File: config.mk
export PLATFORM = sky130hd
export DESIGN_NAME = i2c_bus_clear_sequencer_flat
export DESIGN_NICKNAME = d
export VERILOG_FILES = /design/src/i2cbc_pkg.sv /design/src/i2cbc_if.sv /design/src/i2c_bus_clear_sequencer.sv /design/src/flat_wrapper.sv
export SDC_FILE = /design/constraint.sdc
export NUM_CORES = 1
export LEC_CHECK = 0
export BUFFER_PORTS_ARGS = -buffer_cell sky130_fd_sc_hd__buf_2
export CORE_MARGIN = 5
export CORE_UTILIZATION = 30
export CTS_CLUSTER_SIZE = 30
export DETAILED_ROUTE_END_ITERATION = 10
export PLACE_DENSITY = 0.49
export SETUP_SLACK_MARGIN = 0.3
export SYNTH_ARGS = -nofsm -noshare
export SYNTH_HDL_FRONTEND = slang
export SYNTH_SLANG_ARGS = --single-unit
export TNS_END_PERCENT = 20
File: constraint.sdc
create_clock -name clk -period 3.91 [get_ports clk]
set_input_delay 0.782 -clock clk [delete_from_list [all_inputs] [get_ports clk]]
set_output_delay 0.782 -clock clk [all_outputs]
set_load 0.02 [all_outputs]
File: src/i2cbc_pkg.sv
// ----------------------------------------------------------------------------
// I2C bus clear package
// Shared types, register indexes and reset values for the bus clear sequencer.
// ----------------------------------------------------------------------------
package i2cbc_pkg;

  localparam int unsigned HALF_W    = 16;
  localparam int unsigned PULSE_W   = 8;
  localparam int unsigned CFG_IDX_W = 8;
  localparam int unsigned CFG_DAT_W = 16;

  localparam logic [HALF_W-1:0]  HALF_RESET  = HALF_W'(480);
  localparam logic [PULSE_W-1:0] PULSE_RESET = PULSE_W'(100);

  typedef logic [CFG_IDX_W-1:0] cfg_idx_t;
  typedef logic [CFG_DAT_W-1:0] cfg_data_t;

  localparam cfg_idx_t REG_HALF_PERIOD = cfg_idx_t'(0);
  localparam cfg_idx_t REG_MAX_PULSES  = cfg_idx_t'(1);

  typedef enum logic [3:0] {
    PH_IDLE = 4'b0001,
    PH_LOW  = 4'b0010,
    PH_WAIT = 4'b0100,
    PH_HOLD = 4'b1000
  } phase_t;

endpackage

File: src/i2cbc_if.sv
// ----------------------------------------------------------------------------
// I2C bus clear channels
// Valid/ready channels for tick samples, results and register writes.
// ----------------------------------------------------------------------------
interface i2cbc_req_if;
  logic valid;
  logic ready;
  logic start_req;
  logic sda_level;
  logic scl_level;

  modport source (output valid, output start_req, output sda_level, output scl_level,
                  input ready);
  modport sink (input valid, input start_req, input sda_level, input scl_level,
                output ready);
endinterface

interface i2cbc_res_if;
  logic valid;
  logic ready;
  logic scl_drive_low;
  logic pins_taken;
  logic busy_res;
  logic done_res;
  logic outcome;

  modport source (output valid, output scl_drive_low, output pins_taken, output busy_res,
                  output done_res, output outcome, input ready);
  modport sink (input valid, input scl_drive_low, input pins_taken, input busy_res,
                input done_res, input outcome, output ready);
endinterface

interface i2cbc_cfg_if;
  import i2cbc_pkg::*;
  logic      valid;
  logic      ready;
  cfg_idx_t  index;
  cfg_data_t data;

  modport source (output valid, output index, output data, input ready);
  modport sink (input valid, input index, input data, output ready);
endinterface

File: src/i2c_bus_clear_sequencer.sv
// ----------------------------------------------------------------------------
// I2C bus clear sequencer
// Takes one pin sample per transfer and steps the bus clear sequence, sending
// SCL pulses while SDA is held low and returning the pins when done.
// ----------------------------------------------------------------------------
// Result: registered, and offered in the cycle after its sample transfer is accepted.
// Throughput: one sample per cycle when results are taken; the output register
// lets a new sample in while the previous result is taken in the same cycle.
// Reset: synchronous; the sequence returns to idle, counters clear and the
// registers take their reset values (half period 480, pulse limit 100).
module i2c_bus_clear_sequencer (
  input logic clk,
  input logic rst,
  i2cbc_req_if.sink   req,
  i2cbc_res_if.source res,
  i2cbc_cfg_if.sink   cfg
);
  import i2cbc_pkg::*;

  logic [HALF_W-1:0]  half_period_ticks;
  logic [PULSE_W-1:0] max_pulses;
  phase_t             phase, phase_next;
  logic [PULSE_W-1:0] pulse_count, pulse_count_next;
  logic [HALF_W-1:0]  delay_count, delay_count_next;
  logic               done_next, gave_up_next;

  logic [HALF_W-1:0]  eff_half;
  logic [HALF_W-1:0]  delay_inc;
  logic               accept;
  logic               check;
  logic [PULSE_W-1:0] check_pulses;

  logic res_valid;
  logic scl_drive_low, pins_taken, busy_res, done_res, outcome;

  assign cfg.ready = 1'b1;
  assign req.ready = !res_valid || res.ready;
  assign accept    = req.valid && req.ready;

  always_ff @(posedge clk) begin
    if (rst) begin
      half_period_ticks <= HALF_RESET;
      max_pulses        <= PULSE_RESET;
    end else if (cfg.valid) begin
      case (cfg.index)
        REG_HALF_PERIOD: half_period_ticks <= cfg.data;
        REG_MAX_PULSES:  max_pulses <= cfg.data[PULSE_W-1:0];
        default: ;
      endcase
    end
  end

  assign eff_half  = (half_period_ticks == '0) ? HALF_W'(1) : half_period_ticks;
  assign delay_inc = delay_count + HALF_W'(1);

  always_comb begin
    phase_next       = phase;
    pulse_count_next = pulse_count;
    delay_count_next = delay_count;
    check            = 1'b0;
    check_pulses     = pulse_count;
    done_next        = 1'b0;
    gave_up_next     = 1'b0;
    case (phase)
      PH_IDLE: begin
        if (req.start_req) begin
          check        = 1'b1;
          check_pulses = '0;
          pulse_count_next = '0;
          delay_count_next = '0;
        end
      end
      PH_LOW: begin
        delay_count_next = delay_inc;
        if (delay_inc >= eff_half) begin
          delay_count_next = '0;
          phase_next       = PH_WAIT;
        end
      end
      PH_WAIT: begin
        if (req.scl_level) begin
          delay_count_next = '0;
          phase_next       = PH_HOLD;
        end
      end
      PH_HOLD: begin
        delay_count_next = delay_inc;
        if (delay_inc >= eff_half) begin
          delay_count_next = '0;
          check            = 1'b1;
        end
      end
      default: phase_next = PH_IDLE;
    endcase
    if (check) begin
      if (req.sda_level) begin
        done_next  = 1'b1;
        phase_next = PH_IDLE;
      end else if (check_pulses >= max_pulses) begin
        done_next    = 1'b1;
        gave_up_next = 1'b1;
        phase_next   = PH_IDLE;
      end else begin
        pulse_count_next = check_pulses + PULSE_W'(1);
        delay_count_next = '0;
        phase_next       = PH_LOW;
      end
    end
  end

  always_ff @(posedge clk) begin
    if (rst) begin
      phase       <= PH_IDLE;
      pulse_count <= '0;
      delay_count <= '0;
      res_valid   <= 1'b0;
    end else if (accept) begin
      phase       <= phase_next;
      pulse_count <= pulse_count_next;
      delay_count <= delay_count_next;
      res_valid   <= 1'b1;
    end else if (res.ready) begin
      res_valid <= 1'b0;
    end
  end

  always_ff @(posedge clk) begin
    if (accept) begin
      scl_drive_low <= (phase_next == PH_LOW);
      pins_taken    <= (phase_next != PH_IDLE);
      busy_res      <= (phase_next != PH_IDLE);
      done_res      <= done_next;
      outcome       <= gave_up_next;
    end
  end

  assign res.valid         = res_valid;
  assign res.scl_drive_low = scl_drive_low;
  assign res.pins_taken    = pins_taken;
  assign res.busy_res      = busy_res;
  assign res.done_res      = done_res;
  assign res.outcome       = outcome;

  a_done_not_busy: assert property (@(posedge clk) disable iff (rst)
    res_valid && done_res |-> !busy_res && !pins_taken)
    else $error("Result shows done while still busy.");

  a_drive_needs_pins: assert property (@(posedge clk) disable iff (rst)
    res_valid && scl_drive_low |-> pins_taken && busy_res)
    else $error("SCL driven low without holding the pins.");

  a_outcome_with_done: assert property (@(posedge clk) disable iff (rst)
    res_valid && outcome |-> done_res)
    else $error("Outcome set without done.");

  a_idle_stays: assert property (@(posedge clk) disable iff (rst)
    accept && phase == PH_IDLE && !req.start_req |=> phase == PH_IDLE)
    else $error("Sequence left idle without a start request.");

  a_hold_needs_scl: assert property (@(posedge clk) disable iff (rst)
    accept && phase == PH_WAIT && !req.scl_level |=> phase == PH_WAIT)
    else $error("Hold entered while SCL still reads low.");

endmodule
File: src/flat_wrapper.sv
// flat-port wrapper written by rule: the top's interface ports become plain ports
module i2c_bus_clear_sequencer_flat import i2cbc_pkg::*;
  (clk, rst, req_valid, req_start_req, req_sda_level, req_scl_level, req_ready, res_valid, res_scl_drive_low, res_pins_taken, res_busy_res, res_done_res, res_outcome, res_ready, cfg_valid, cfg_index, cfg_data, cfg_ready);
  i2cbc_req_if req_i ();
  i2cbc_res_if res_i ();
  i2cbc_cfg_if cfg_i ();
  input logic clk;
  input logic rst;
  input wire logic [$bits(req_i.valid)-1:0] req_valid;
  input wire logic [$bits(req_i.start_req)-1:0] req_start_req;
  input wire logic [$bits(req_i.sda_level)-1:0] req_sda_level;
  input wire logic [$bits(req_i.scl_level)-1:0] req_scl_level;
  output wire logic [$bits(req_i.ready)-1:0] req_ready;
  output wire logic [$bits(res_i.valid)-1:0] res_valid;
  output wire logic [$bits(res_i.scl_drive_low)-1:0] res_scl_drive_low;
  output wire logic [$bits(res_i.pins_taken)-1:0] res_pins_taken;
  output wire logic [$bits(res_i.busy_res)-1:0] res_busy_res;
  output wire logic [$bits(res_i.done_res)-1:0] res_done_res;
  output wire logic [$bits(res_i.outcome)-1:0] res_outcome;
  input wire logic [$bits(res_i.ready)-1:0] res_ready;
  input wire logic [$bits(cfg_i.valid)-1:0] cfg_valid;
  input wire logic [$bits(cfg_i.index)-1:0] cfg_index;
  input wire logic [$bits(cfg_i.data)-1:0] cfg_data;
  output wire logic [$bits(cfg_i.ready)-1:0] cfg_ready;
  assign req_i.valid = req_valid;
  assign req_i.start_req = req_start_req;
  assign req_i.sda_level = req_sda_level;
  assign req_i.scl_level = req_scl_level;
  assign req_ready = req_i.ready;
  assign res_valid = res_i.valid;
  assign res_scl_drive_low = res_i.scl_drive_low;
  assign res_pins_taken = res_i.pins_taken;
  assign res_busy_res = res_i.busy_res;
  assign res_done_res = res_i.done_res;
  assign res_outcome = res_i.outcome;
  assign res_i.ready = res_ready;
  assign cfg_i.valid = cfg_valid;
  assign cfg_i.index = cfg_index;
  assign cfg_i.data = cfg_data;
  assign cfg_ready = cfg_i.ready;
  i2c_bus_clear_sequencer u_core (.clk(clk), .rst(rst), .req(req_i), .res(res_i), .cfg(cfg_i));
endmodule
==> results of run 1 <==
==> cells in the mapped netlist, types with 3 or more instances <==
| library cell | instances |
|---|---|
| a211o_1 | 9 |
| a211oi_1 | 7 |
| a21oi_1 | 17 |
| a22oi_1 | 13 |
| a311oi_1 | 3 |
| a41o_1 | 4 |
| and2_1 | 7 |
| and3_1 | 4 |
| buf_2 | 3 |
| buf_4 | 5 |
| clkbuf_1 | 9 |
| dfxtp_1 | 53 |
| edfxtp_1 | 4 |
| ha_1 | 26 |
| inv_1 | 33 |
| mux2i_1 | 19 |
| nand2_1 | 24 |
| nand2b_1 | 4 |
| nand3_1 | 15 |
| nand3b_1 | 3 |
| nand4_1 | 3 |
| nor2_1 | 54 |
| nor3_1 | 7 |
| nor4_1 | 7 |
| o21ai_0 | 7 |
| or3_1 | 6 |
| xnor2_1 | 13 |
| xor2_1 | 3 |
==> routing by layer <==
layer	GRT usage (%)	part of all wire, %	vias to the layer above
met2	19.13	43	57
li1	-	-	1527
met4	6.166	2.4	0
met3	2.436	3.6	16
met1	17.21	51	1389
met5	0	0	-
==> power by group through the flow <==
stage	registers [mW]	clock network, mW	logic, mW
2_1_floorplan	0.612	0	0.0528
3_3_place_gp	0.609	0	0.0866
3_5_place_dp	0.610	0	0.0876
4_1_cts	0.597	0.858	0.0878
5_1_grt	0.598	0.880	0.0961
6_report	0.597	0.835	0.0870
==> critical path: cells and delay by family (launching register included) <==
kind,cells,cell delay (ns)
AOI/OAI and AO/OA,4,0.79
xor gates and xnor gates,1,0.25
adders and majority gates,2,0.48
buffers and inverters,2,0.23
DFF,1,0.41
and+or+nand+nor,4,0.92
==> metrics by stage <==
step / instances / hold WS, ns
floorplan: 405 / 0.4354
global placement: 574 / 0.4459
CTS: 590 / 0.4655
global route: 593 / 0.4886
detailed placement: 574 / 0.4518
finish: 593 / 0.4619
==> what timing repair did <==
| item | in CTS | in global routing |
|---|---|---|
| hold endpoints to repair | 0 | 0 |
| pin swaps | 0 | 2 |
| resized for setup | 1 | 6 |
| buffers inserted | 0 | 3 |
| endpoints found under the setup margin | 14 | 29 |
==> cell usage in the layout, fill, tap and decap left out, drive strengths merged, types with 6 or more instances in the layout <==
cell type,count
nor2,55
dfxtp,53
buf,49
inv,35
ha,26
nand2,24
mux2i,19
a21oi,19
nand3,15
xnor2,13
a22oi,13
clkbuf,10
nor3,10
a211o,9
nor4,8
a211oi,8
and2,7
o21ai,7
or3,6
==> cell families after synthesis <==
kind of cell / share of synthesized area (%)
xor+xnor: 3.968
simple gates: 22.42
mux: 6.766
fa+ha+maj: 9.210
compound gates: 17.11
flops: 33.44
other cells: 0.1062
buf+inv: 6.978
==> state kept, by name (all words and copies together) (netlist names) <==
name	cells
u_core.res.done_res	1
u_core.half_period_ticks	16
u_core.phase	4
u_core.res.pins_taken	1
u_core.res.outcome	1
u_core.max_pulses	8
u_core.delay_count	16
u_core.res.scl_drive_low	1
u_core.res.valid	1
u_core.pulse_count	8
==> path summary, 6_finish.rpt <==
kind	start	endpoint	slack [ns]	cells after the start
worst max register to register	u_core.delay_count[1]$_SDFFE_PP0P_	u_core.res.pins_taken$_DFFE_PP_	0.54	13
worst max-delay path	u_core.delay_count[1]$_SDFFE_PP0P_	u_core.res.pins_taken$_DFFE_PP_	0.54	13
worst min-delay path	u_core.max_pulses[2]$_SDFFE_PP1P_	u_core.max_pulses[2]$_SDFFE_PP1P_	0.46	1
worst min register to register	u_core.max_pulses[2]$_SDFFE_PP1P_	u_core.max_pulses[2]$_SDFFE_PP1P_	0.46	1
==> final cells by class <==
class / instances / share of cell area (%)
clock buffers: 10 / 5.926
clock inverters: 6 / 1.719
inverters: 34 / 3.022
multi-input cells: 294 / 50.64
flip-flops and latches: 57 / 28.00
well taps: 143 / 4.237
repair buffers: 49 / 6.459
==> qor.yml, run 1 <==
status: "finished, final reports clean"
boundaryPins: 40
synth_flop_cell: "dfxtp_1"
number_of_global_route_vias_before_repair: 2930
timing.critical_path.from_type: "flop"
power.internal_mw: 1.163
setup-violations-final: 0
postSynth.asyncResetShare_pct: 0
synth.ff_latch_count: 57
floorplan.rows: 39
pwr-share-comb_pct: 5.7
achievable-frequency_mhz: 296.5
initial_utilization_pct: 30.80
layout.area.seq_mm2: 0.001182
cell_area_after_technology_mapping_mm2: 0.003532
cts_tree: "built"
critical_path_peak_fanout: 6
yosysWarnings: 0
grt_max_degree: 40
critical_path_class: "reg2reg"
period_share_pct: 86.25
remaining_drc_errors: 0
peakVddDrop_mv: 0.1969
number_of_synthesized_flops_with_an_enable_pin: 4
antenna_violations_before_repair: 0
buffer_ports.inserted: 38
post_synth_inst_count: 405
worst_clock_skew_on_the_final_layout_ns: 0.006191
fin_setup_tns_ns: 0
grt_setup_unrepaired: "no"
switching_share_pct: 23.48
ctsRootBufferMaster: "clkbuf_16"
timing_max_transition_violations_final: 0
critical_path_arrival_ns: 3.42
postCtsHoldBufs: 0
yosysUniqueCellTypes: 63
fp.dieW_um: 118.5
powerDensity_mw_per_mm2: 359.8
timing.critical_path.required_ns: 3.96
design_area_mm2: 0.004223
synthesis.area_per_instance_um2: 8.721
first_pass_iters: 5
timing.hold.worst.class: "reg2reg"
layout-drive-gt1-share_pct: 19.78
max_capacitance_violation_count: 0
layout_setup_ws_ns: 0.5375
cts-buffers-inserted: 9
clock_insertion_delay_worst_skew_ns: 0.33
gpl.final_weighted_congestion: 0.8012
leakage_nw: 1.777
htreeDepth: 3
dpl-instance-area_mm2: 0.003845
top_area_cells_in_the_synthesized_netlist: "dfxtp_1 (30%), ha_1 (9.2%), nor2_1 (5.7%)"
dr.first_iter.drc_count: 104
synth_fp_nets: 463
detail-route-antenna-nets: 0
nNetsFinal: 503
antennaDiodeCount: 0
p_total_mw: 1.519
grt_first_pass_wirelength_um: 14550
clock_sink_count: 57
max_slew_margin_pct: 50.04
multi_input_gate_area_in_the_final_layout_mm2: 0.002138
cpPeakStageDelay_ns: 0.47
place_hpwl_um: 6398
period_needed_ns: 3.373
areaGrowthSynthToFinish_pct: 19.55
synth-seq-area-share_pct: 33.44
net-switching-power_mw: 0.3567
crit_path_end_kind: "flop"
cts.clk_slew.worst_paths_ns: 0.06
dpl_worst_slack_ns: 0.2129
wl_um: 8505
share_seq_of_total_power_pct: 39.3
hold_fails_final_rpt: 0
core_area_mm2: 0.01147
fillCellCount: 1160
via_count: 2989
power.clock.fraction_pct: 55.0
avgViaCountPerCell: 5.040
die-area_mm2: 0.01404
share_of_the_core_filled_with_cells_pct: 36.82
wl_per_cell_um: 14.34
timing.critical_path.cells: "ha_4 > inv_1 > nor3_1 > buf_4 > nand3_1 > xnor2_1 > ha_1 > nand4_1 > o21bai_1 > or3_1 > a21o_1 > a21oi_2 > o221ai_1"
globalRouteTotalUtil_pct: 12.62
clockBufferDepth: 2
timing_worst_slew_pin_value_ns: 0.7493
global_route.overflow_total: 0
die_h_um: 118.5
synth_largest_area_cell: "dfxtp_1"
slowest_stage: "or3_1"
synth_top_area_share_pct: 30.04
Note: power is estimated with default switching activity, not from simulation.
==> run 2: changes to the inputs <==
--- a/config.mk
+++ b/config.mk
@@ -10,7 +10,8 @@
 export CORE_UTILIZATION = 30
 export CTS_CLUSTER_SIZE = 30
 export DETAILED_ROUTE_END_ITERATION = 10
-export PLACE_DENSITY = 0.49
+export PLACE_DENSITY = 0.44
+export REMOVE_ABC_BUFFERS = 1
 export SETUP_SLACK_MARGIN = 0.3
 export SYNTH_ARGS = -nofsm -noshare
 export SYNTH_HDL_FRONTEND = slang
==> qor.yml, run 2 (synthesized netlist as in run 1, its figures left out) <==
floorplan.rows: 39
htreeDepth: 3
cts-buffers-inserted: 9
switching_share_pct: 22.55
dpl_worst_slack_ns: 0.1434
wl_um: 8647
grt_first_pass_wirelength_um: 14660
postCtsHoldBufs: 0
gpl.final_weighted_congestion: 0.8276
share_seq_of_total_power_pct: 38.4
antennaDiodeCount: 0
ctsRootBufferMaster: "clkbuf_16"
timing_max_transition_violations_final: 0
share_of_the_core_filled_with_cells_pct: 37.01
cts.clk_slew.worst_paths_ns: 0.05
buffer_ports.inserted: 38
fp.dieW_um: 118.5
timing.critical_path.required_ns: 3.99
boundaryPins: 40
critical_path_peak_fanout: 6
grt_setup_unrepaired: "no"
max_slew_margin_pct: 50.81
hold_fails_final_rpt: 0
place_hpwl_um: 6536
fin_setup_tns_ns: 0
worst_clock_skew_on_the_final_layout_ns: 0.008739
layout.cells.most_common: "nor2_1"
nNetsFinal: 504
timing.hold.worst.class: "reg2reg"
powerDensity_mw_per_mm2: 365.9
areaGrowthSynthToFinish_pct: 20.16
first_pass_iters: 4
status: "finished, final reports clean"
layout_setup_ws_ns: 0.5034
leakage_nw: 1.801
reg.largest.list: "u_core.delay_count x16, u_core.half_period_ticks x16"
layout.cells.most_common_list: "nor2_1 (53), dfxtp_1 (52), buf_2 (38)"
clock_sink_count: 57
dr.first_iter.drc_count: 149
timing.critical_path.from_type: "flop"
max_capacitance_violation_count: 0
period_needed_ns: 3.407
peakVddDrop_mv: 0.2353
power.clock.fraction_pct: 55.9
antenna_violations_before_repair: 0
timing_worst_slew_pin_value_ns: 0.7378
layout.area.seq_mm2: 0.001182
clockBufferDepth: 2
global_route.overflow_total: 0
period_share_pct: 87.13
net-switching-power_mw: 0.3502
globalRouteTotalUtil_pct: 12.75
crit_path_end_kind: "flop"
via_count: 2993
pwr-share-comb_pct: 5.7
die_h_um: 118.5
critical_path_class: "reg2reg"
layout-drive-gt1-share_pct: 20.18
multi_input_gate_area_in_the_final_layout_mm2: 0.002135
detail-route-antenna-nets: 0
cts_tree: "built"
r2r_slack_ns: 0.50
die-area_mm2: 0.01404
initial_utilization_pct: 30.80
setup-violations-final: 0
critical_path_arrival_ns: 3.48
wl_per_cell_um: 14.56
p_total_mw: 1.553
achievable-frequency_mhz: 293.5
remaining_drc_errors: 0
power.internal_mw: 1.203
avgViaCountPerCell: 5.039
number_of_global_route_vias_before_repair: 2920
clock_insertion_delay_worst_skew_ns: 0.33
grt_max_degree: 39
core_area_mm2: 0.01147
fillCellCount: 1177
run 2: metal layers:
metal / GRT usage [%] / wire length [um]
met1: 17.73 / 4272
met3: 3.152 / 361
met5: 0 / 0
met4: 4.040 / 131
met2: 19.44 / 3882
run 2: worst paths after layout:
path	start	to	cells after the start
setup / recovery	u_core.delay_count[2]$_SDFFE_PP0P_	u_core.res.scl_drive_low$_DFFE_PP_	11
hold reg to reg	u_core.max_pulses[6]$_SDFFE_PP1P_	u_core.max_pulses[6]$_SDFFE_PP1P_	1
hold / removal	u_core.max_pulses[6]$_SDFFE_PP1P_	u_core.max_pulses[6]$_SDFFE_PP1P_	1
setup reg to reg	u_core.delay_count[2]$_SDFFE_PP0P_	u_core.res.scl_drive_low$_DFFE_PP_	11
run 2: worst max-delay path: stages (launching register included):
cell	delay [ns]
dfxtp_1	0.44
nand3_2	0.18
nor4b_4	0.39
nand3_1	0.18
xnor2_2	0.18
ha_1	0.32
nand4_1	0.20
o21bai_1	0.13
or4_4	0.54
a21oi_4	0.25
nor2_1	0.12
or2_1	0.23
run 2: layout make-up:
| class | instances | share of cell area (%) |
|---|---|---|
| Timing Repair Buffer | 50 | 6.899 |
| Inverter | 34 | 3.007 |
| Clock inverter | 6 | 2.093 |
| Tap cell | 143 | 4.216 |
| Clock buffer | 10 | 5.631 |
| Multi-Input combinational cell | 294 | 50.29 |
| Sequential cell | 57 | 27.86 |
run 2: timing repair:
item                       in CTS  in global routing
resized for setup               1                  5
setup buffers                   1                  1
pin swaps                       1                  2
setup endpoints to repair      18                 26
run 2: through the flow:
step,cell area (um2),hold WS (ns),cells
after floorplan,3413,0.4354,385
after global placement,3860,0.4480,576
after detailed placement,3860,0.4590,576
after CTS,4204,0.4721,593
after global routing,4244,0.5135,594
final,4244,0.4690,594
run 2: power by group through the flow:
stage / registers [mW] / logic, mW / clock network [mW]
floorplan: 0.614 / 0.0363 / 0
global placement: 0.609 / 0.0877 / 0
detailed placement: 0.609 / 0.0890 / 0
CTS: 0.597 / 0.0893 / 0.889
global route: 0.597 / 0.0974 / 0.912
finish: 0.597 / 0.0881 / 0.868
